### config.mk
export PLATFORM = sky130hd
export DESIGN_NAME = kronecker_power_transform_mod3_unit
export DESIGN_NICKNAME = d
export VERILOG_FILES = /design/src/design/kpt_pkg.sv /design/src/design/kronecker_power_transform_mod3_unit.sv /design/src/design/kpt_front.sv /design/src/design/kpt_back.sv
export SDC_FILE = /design/constraint.sdc
export NUM_CORES = 1
export LEC_CHECK = 0
export BUFFER_PORTS_ARGS = -buffer_cell sky130_fd_sc_hd__buf_2
export CAP_MARGIN = 25
export CORE_ASPECT_RATIO = 2
export CORE_UTILIZATION = 35
export DETAILED_ROUTE_END_ITERATION = 6
export PLACE_DENSITY = 0.55
export SLEW_MARGIN = 15
export SYNTH_ARGS = -nofsm -noshare
export SYNTH_HDL_FRONTEND = slang
export SYNTH_HIERARCHICAL = 1
export SYNTH_SLANG_ARGS = --single-unit
### constraint.sdc
create_clock -name clk_i -period 20.4 [get_ports clk_i]
set_clock_uncertainty 0.2 [all_clocks]
set_input_delay 4.08 -clock clk_i [delete_from_list [all_inputs] [get_ports clk_i]]
set_output_delay 4.08 -clock clk_i [all_outputs]
set_load 0.005 [all_outputs]
### src/design/kpt_pkg.sv
`default_nettype none
package kpt_pkg;
  localparam int unsigned MatW    = 18;
  localparam int unsigned SampleW = 16;
  localparam int unsigned ValueW  = 27;
  localparam int unsigned IndexW  = 5;
  localparam logic [MatW-1:0] MatReset = 18'd86593;

  typedef struct packed {
    logic [MatW-1:0] mat;
  } job_t;

  // product mod 3 of two coefficients in 0..2
  function automatic logic [1:0] mul3(input logic [1:0] a, input logic [1:0] b);
    logic [3:0] p;
    p = {2'b00, a} * {2'b00, b};
    case (p)
      4'd0: mul3 = 2'd0;
      4'd1: mul3 = 2'd1;
      4'd2: mul3 = 2'd2;
      4'd4: mul3 = 2'd1;
      default: mul3 = 2'd0;
    endcase
  endfunction

  // matrix entry (r,c), code 3 reads as 0
  function automatic logic [1:0] entry(input logic [MatW-1:0] m, input logic [1:0] r,
                                       input logic [1:0] c);
    logic [1:0] v;
    logic [3:0] k;
    k = {1'b0, r, 1'b0} + {2'b00, r} + {2'b00, c};
    v = m[{k, 1'b0} +: 2];
    entry = (v == 2'd3) ? 2'd0 : v;
  endfunction

  // base-3 digits of an index below 27, digit 0 in the low bits
  function automatic logic [5:0] digits3(input logic [IndexW-1:0] x);
    logic [IndexW-1:0] r;
    logic [1:0] d2, d1;
    if (x >= 5'd18) begin
      d2 = 2'd2; r = x - 5'd18;
    end else if (x >= 5'd9) begin
      d2 = 2'd1; r = x - 5'd9;
    end else begin
      d2 = 2'd0; r = x;
    end
    if (r >= 5'd6) begin
      d1 = 2'd2; r = r - 5'd6;
    end else if (r >= 5'd3) begin
      d1 = 2'd1; r = r - 5'd3;
    end else begin
      d1 = 2'd0;
    end
    digits3 = {d2, d1, r[1:0]};
  endfunction
endpackage
`default_nettype wire

### src/design/kronecker_power_transform_mod3_unit.sv
`default_nettype none
// each result takes one read per sample of the vector, then a drain state
// throughput: one sample per cycle while loading and busy is low; the next vector loads while one is
// computed, after that loading stalls until the single shared mac takes the held job
// reset: asynchronous active low, clears load count, queue and matrix to default
// results are strobed for one cycle; the receiver cannot stall
module kronecker_power_transform_mod3_unit #(
  parameter int unsigned DEPTH = 3
) (
  input  wire logic                         clk_i,
  input  wire logic                         rst_ni,
  input  wire logic                         start,
  output logic                              busy,
  input  wire logic signed [15:0]           sample_i,
  input  wire logic                         cfg_valid_i,
  output logic                              cfg_ready_o,
  input  wire logic [17:0]                  cfg_data_i,
  output logic                              valid_o,
  output logic [4:0]                        out_index_o,
  output logic signed [26:0]                out_value_o,
  output logic                              last_o
);
  localparam int unsigned N = (DEPTH == 1) ? 3 : (DEPTH == 2) ? 9 : 27;
  logic [17:0] mat_q;
  // sample memory, double buffered by vector
  logic [15:0] mem_q [2][N];
  logic bank_w_q, bank_r_q;
  logic [4:0] wa, ra;
  logic we, push, pop, full_q;
  kpt_pkg::job_t job, qjob_q;
  logic [15:0] rdata_q;

  assign cfg_ready_o = 1'b1;
  always_ff @(posedge clk_i or negedge rst_ni) begin
    if (!rst_ni) mat_q <= kpt_pkg::MatReset;
    else if (cfg_valid_i) mat_q <= cfg_data_i;
  end

  kpt_front #(.N(N)) u_front (
    .clk_i, .rst_ni, .start_i(start), .mat_i(mat_q),
    .q_full_i(full_q), .busy_o(busy), .push_o(push), .job_o(job),
    .wr_addr_o(wa), .wr_en_o(we));

  // one-entry job queue; a held job locks its bank, so loading stalls
  always_ff @(posedge clk_i or negedge rst_ni) begin
    if (!rst_ni) begin
      full_q <= 1'b0; bank_w_q <= 1'b0; bank_r_q <= 1'b0; qjob_q <= '0;
    end else begin
      if (push) begin full_q <= 1'b1; qjob_q <= job; bank_w_q <= ~bank_w_q; end
      else if (pop) begin full_q <= 1'b0; bank_r_q <= bank_w_q ^ 1'b1; end
    end
  end

  always_ff @(posedge clk_i) begin
    if (we) mem_q[bank_w_q][wa[$clog2(N)-1:0]] <= sample_i;
    rdata_q <= mem_q[bank_r_q][ra[$clog2(N)-1:0]];
  end

  kpt_back #(.N(N), .D(DEPTH)) u_back (
    .clk_i, .rst_ni, .q_valid_i(full_q), .job_i(qjob_q), .pop_o(pop),
    .rd_addr_o(ra), .rd_data_i(rdata_q), .valid_o, .out_index_o, .out_value_o,
    .last_o);
endmodule
`default_nettype wire

### src/design/kpt_front.sv
`default_nettype none
module kpt_front #(
  parameter int unsigned N = 27
) (
  input  wire logic                         clk_i,
  input  wire logic                         rst_ni,
  input  wire logic                         start_i,
  input  wire logic [kpt_pkg::MatW-1:0]     mat_i,
  input  wire logic                         q_full_i,
  output logic                              busy_o,
  output logic                              push_o,
  output kpt_pkg::job_t                     job_o,
  output logic [kpt_pkg::IndexW-1:0]        wr_addr_o,
  output logic                              wr_en_o
);
  logic [kpt_pkg::IndexW-1:0] cnt_q, cnt_d;
  logic acc;
  assign busy_o = q_full_i;
  assign acc = start_i & ~busy_o;
  assign wr_en_o = acc;
  assign wr_addr_o = cnt_q;
  assign push_o = acc && (cnt_q == kpt_pkg::IndexW'(N - 1));
  assign job_o.mat = mat_i;
  always_comb begin
    cnt_d = cnt_q;
    if (acc) cnt_d = push_o ? '0 : cnt_q + 1'b1;
  end
  always_ff @(posedge clk_i or negedge rst_ni) begin
    if (!rst_ni) cnt_q <= '0;
    else cnt_q <= cnt_d;
  end
endmodule
`default_nettype wire

### src/design/kpt_back.sv
`default_nettype none
module kpt_back #(
  parameter int unsigned N = 27,
  parameter int unsigned D = 3
) (
  input  wire logic                          clk_i,
  input  wire logic                          rst_ni,
  input  wire logic                          q_valid_i,
  input  kpt_pkg::job_t                      job_i,
  output logic                               pop_o,
  output logic [kpt_pkg::IndexW-1:0]         rd_addr_o,
  input  wire logic [kpt_pkg::SampleW-1:0]   rd_data_i,
  output logic                               valid_o,
  output logic [kpt_pkg::IndexW-1:0]         out_index_o,
  output logic signed [kpt_pkg::ValueW-1:0]  out_value_o,
  output logic                               last_o
);
  typedef enum logic [1:0] {Idle, Run, Drain} state_e;
  state_e state_q;
  logic [kpt_pkg::IndexW-1:0] i_q, j_q;
  logic [kpt_pkg::IndexW-1:0] jr_q;
  logic rv_q, rlast_q;
  logic signed [kpt_pkg::ValueW-1:0] acc_q;
  logic [kpt_pkg::MatW-1:0] mat_q;
  logic [1:0] c;

  assign rd_addr_o = j_q;
  assign pop_o = (state_q == Idle) && q_valid_i;

  // coefficient for (i, jr) over all digits
  always_comb begin
    logic [5:0] da, db;
    da = kpt_pkg::digits3(i_q);
    db = kpt_pkg::digits3(jr_q);
    c = 2'd1;
    for (int d = 0; d < int'(D); d++) begin
      c = kpt_pkg::mul3(c, kpt_pkg::entry(mat_q, da[2*d +: 2], db[2*d +: 2]));
    end
  end

  always_ff @(posedge clk_i or negedge rst_ni) begin
    if (!rst_ni) begin
      state_q <= Idle; i_q <= '0; j_q <= '0; jr_q <= '0; rv_q <= 1'b0;
      rlast_q <= 1'b0; valid_o <= 1'b0; acc_q <= '0; mat_q <= '0;
      out_index_o <= '0; out_value_o <= '0; last_o <= 1'b0;
    end else begin
      valid_o <= 1'b0;
      rv_q <= 1'b0;
      case (state_q)
        Idle: if (q_valid_i) begin
          mat_q <= job_i.mat; i_q <= '0; j_q <= '0; acc_q <= '0; state_q <= Run;
        end
        Run: begin
          rv_q <= 1'b1; jr_q <= j_q;
          rlast_q <= (j_q == kpt_pkg::IndexW'(N - 1));
          j_q <= (j_q == kpt_pkg::IndexW'(N - 1)) ? '0 : j_q + 1'b1;
          if (j_q == kpt_pkg::IndexW'(N - 1)) state_q <= Drain;
        end
        Drain: ;
        default: state_q <= Idle;
      endcase
      if (rv_q) begin
        logic signed [kpt_pkg::ValueW-1:0] t;
        t = acc_q;
        if (c == 2'd1) t = t + kpt_pkg::ValueW'(signed'(rd_data_i));
        else if (c == 2'd2) t = t + (kpt_pkg::ValueW'(signed'(rd_data_i)) <<< 1);
        if (rlast_q) begin
          valid_o <= 1'b1; out_index_o <= i_q; out_value_o <= t;
          last_o <= (i_q == kpt_pkg::IndexW'(N - 1));
          acc_q <= '0;
          if (i_q == kpt_pkg::IndexW'(N - 1)) state_q <= Idle;
          else begin i_q <= i_q + 1'b1; state_q <= Run; end
        end else acc_q <= t;
      end
    end
  end
endmodule
`default_nettype wire

==> impl_metrics.yaml <==
drt:
  drcViolationCount: 0
  num_vias: 24000
  drt_wl_total_um: 116000
  drt-wirelength-per-cell_um: 26.5
  viasPerCell: 5.49
  firstDrtPassIters: 5
  antenna_left: 0
  first_iter_violations: 1708
grt:
  grt_max_degree: 91
  grt_use_met2_pct: 36.3
  grtUsageMet3_pct: 2.51
  antenna_found_initial: 7
  grt_pass1_vias: 25300
  grt-ovfl-total: 0
  grt_usage_pct: 18.7
  busiest_layer: "met2"
  grtUsageMet1_pct: 19.0
  grt_pass1_wl_um: 171000
finish:
  drive_gt1_share_pct: 21.5
  layout.nets: 2852
  syn_to_final_growth_pct: 12.4
  layout_commonest_cell: "edfxtp_1"
  final_cell_mix: "edfxtp_1 (864), nand2_1 (229), mux4_2 (203)"
power_and_ir_drop:
  power.share.clock_pct: 24.4
  p_sw_w: 0.00257
  total_power_w: 0.00707
  leakagePower_nw: 17.0
  power_frac_seq_pct: 36.7
  swShare_pct: 36.4
  pwr_density_cell_mw_per_mm2: 145
  power.share.combinational_pct: 38.9
  internal_power_w: 0.00450
  ir_worst_vdd_v: 0.0000826
cts:
  cts_max_level: 3
  numClockSinks: 1022
  insertion_delay_ns: 0.70
  cts_resized: 0
  cts_tree: "done"
  cts.hold.buffers_added: 0
  cts_root_buf: "clkbuf_16"
  numCtsBuffers: 90
  clk_pin_slew_ns: 0.07
  post_cts_buffers: 0
  ctsLongestPathBuffers: 3
timing:
  hold_violations: 0
  whs_ns: 0.260
  rsz0062_at_grt: "false"
  max_slew_margin_pct: 27.5
  finalSetupViolCount: 0
  finalSetupTns_ns: 0
  final_max_slew_viol_count: 0
  worst_pin_slew_ns: 1.08
  timing.fmax_ghz: 0.109
  finalCriticalPeriod_ns: 9.15
  timing.final.crit_share_pct: 44.9
synth:
  ys_seq_elements: 1022
  async_reset_ff_share_pct: 13.9
  ys.warnings.count: 6
  syn-cell-area_sq_mm: 0.0435
  synthAdderAreaFrac_pct: 2.32
  synth-edff-count: 864
  ys_types: 79
  yosysSeqAreaShare_pct: 68.6
  synth_top_family_by_area: "multiplexers"
  syn_area_per_cell_sq_um: 16.6
  synth_nets: 2735
  synth_xor_area_share_pct: 0.786
  yosys.area_share.simple_pct: 5.13
  synth_compound_area_share_pct: 6.59
  postSynthCellCount: 2620
  synth.area.mux_share_pct: 14.2
  synth_top_flop_cell: "edfxtp_1"
floorplanning:
  io_pins: 74
  die_x_um: 251
  die_area_sq_mm: 0.126
  row_count: 182
  start_util_pct: 35.4
  core_area_sq_mm: 0.123
  die_y_um: 500
placement:
  dp_hpwl_um: 76700
  numPortBuffers: 72
  finalWeightedCongestion: 0.891
critical_path:
  cp_slowest_stage_delay_ns: 0.57
  worstPathMaxFanout: 25
  crit_required_ns: 20.79
  critPathCaptureType: "flop"
  crit_type: "flop to flop"
  start_kind: "flop"
  worstPathArrival_ns: 9.55
  cp_slowest_cell: "mux2_2"
run_status:
  status: "completed"
hold_path:
  hp-class: "flop to flop"
flow_run:
  max_cap_violations: 0
==> final cells by class <==
class | instances | area [sq um]
fillers | 11200 | 74100
flip-flops and latches | 1022 | 29800
multi-input cells | 1405 | 12700
clock buffers | 113 | 2430
well taps | 1564 | 1960
repair buffers | 172 | 1290
clock inverters | 53 | 505
inverters | 46 | 173
diodes | 3 | 7.51
==> kinds of logic after synthesis <==
logic type,count (synthesis)
compound gates,435
xor+xnor,39
fa+ha+maj,77
buf+inv,193
flops,1022
mux,355
other cells,1
simple gates,498
==> per-layer routing <==
metal  vias up  wire [um]
met4         2       6380
met1     12600      39300
li1      10500          -
met3       234       4480
met2       686      65800
met5         -         13
==> critical path, delay by kind of cell (launching register included) <==
kind                       cells  cell delay, ns
buffers and inverters          7            0.61
and+or+nand+nor                9            2.04
adders and majority gates      9            2.54
muxes                          3            0.95
DFF                            1            0.45
xor gates and xnor gates       1            0.32
AOI/OAI and AO/OA              7            1.94
==> synthesized netlist by cell type, types with 11 or more instances <==
cell / instances / share of area, %
edfxtp_1: 864 / 60
nand2_1: 230 / 2.0
mux4_2: 203 / 11
dfrtp_1: 136 / 7.8
nor2_1: 130 / 1.1
o21ai_0: 118 / 1.4
mux2i_1: 85 / 2.0
a21oi_1: 73 / 0.84
ha_1: 71 / 2.0
mux2_2: 66 / 1.7
clkbuf_1: 63 / 0.54
inv_1: 42 / 0.36
buf_4: 38 / 0.66
a21o_1: 32 / 0.55
xnor2_1: 28 / 0.56
nand3_1: 25 / 0.29
a22oi_1: 24 / 0.41
buf_2: 23 / 0.26
nor2b_1: 19 / 0.27
o22ai_1: 19 / 0.27
o21bai_1: 17 / 0.29
a31oi_1: 16 / 0.23
dfxtp_1: 16 / 0.74
a221oi_1: 14 / 0.28
and3_1: 13 / 0.19
nand2b_1: 13 / 0.19
o22a_1: 13 / 0.26
a22o_1: 12 / 0.24
buf_1: 11 / 0.095
nor3_1: 11 / 0.13
o221ai_1: 11 / 0.22
xor2_1: 11 / 0.22
==> state kept, by name, indices dropped and copies added (netlist names), 2 cells and up <==
| name | cells |
|---|---|
| mem_q | 864 |
| u_back/acc_q | 27 |
| u_back/out_value_o | 27 |
| mat_q | 18 |
| qjob_q | 18 |
| u_back/mat_q | 18 |
| rdata_q | 16 |
| u_back/i_q | 5 |
| u_back/jr_q | 5 |
| u_back/out_index_o | 5 |
| u_back/rd_addr_o | 5 |
| u_front/wr_addr_o | 5 |
| u_back/state_q | 2 |
==> worst paths after layout <==
path                          startpoint                endpoint  slack [ns]  cells past startpoint
setup / recovery           u_back/i_q[2]        u_back/acc_q[23]       11.25                     36
hold / removal                 qjob_q[4]         u_back/mat_q[4]        0.26                      2
setup reg to reg           u_back/i_q[2]        u_back/acc_q[23]       11.25                     36
hold reg to reg                qjob_q[4]         u_back/mat_q[4]        0.26                      2
max in group asynchronous         rst_ni  u_back/out_value_o[15]       15.17                      3
min in group asynchronous         rst_ni                mat_q[8]        3.16                      1
==> metrics by stage <==
step	instance area [sq um]	setup WS, ns	instances	util [%]
finish	48900	11.25	4378	39.7
global route	48900	10.55	4376	39.7
CTS	48700	11.28	4367	39.6
detailed placement	45800	11.31	4201	37.2
global placement	45700	11.50	4195	37.1
floorplan	43500	12.62	2620	-
==> power groups by stage <==
stage	Clock [W]	Combinational (W)	Sequential [W]
floorplan	0	0.00193	0.00255
global placement	0	0.00272	0.00264
detailed placement	0	0.00276	0.00264
CTS	0.00177	0.00277	0.00260
global route	0.00183	0.00295	0.00262
finish	0.00172	0.00275	0.00260
Power figures use the tool's default switching activity.
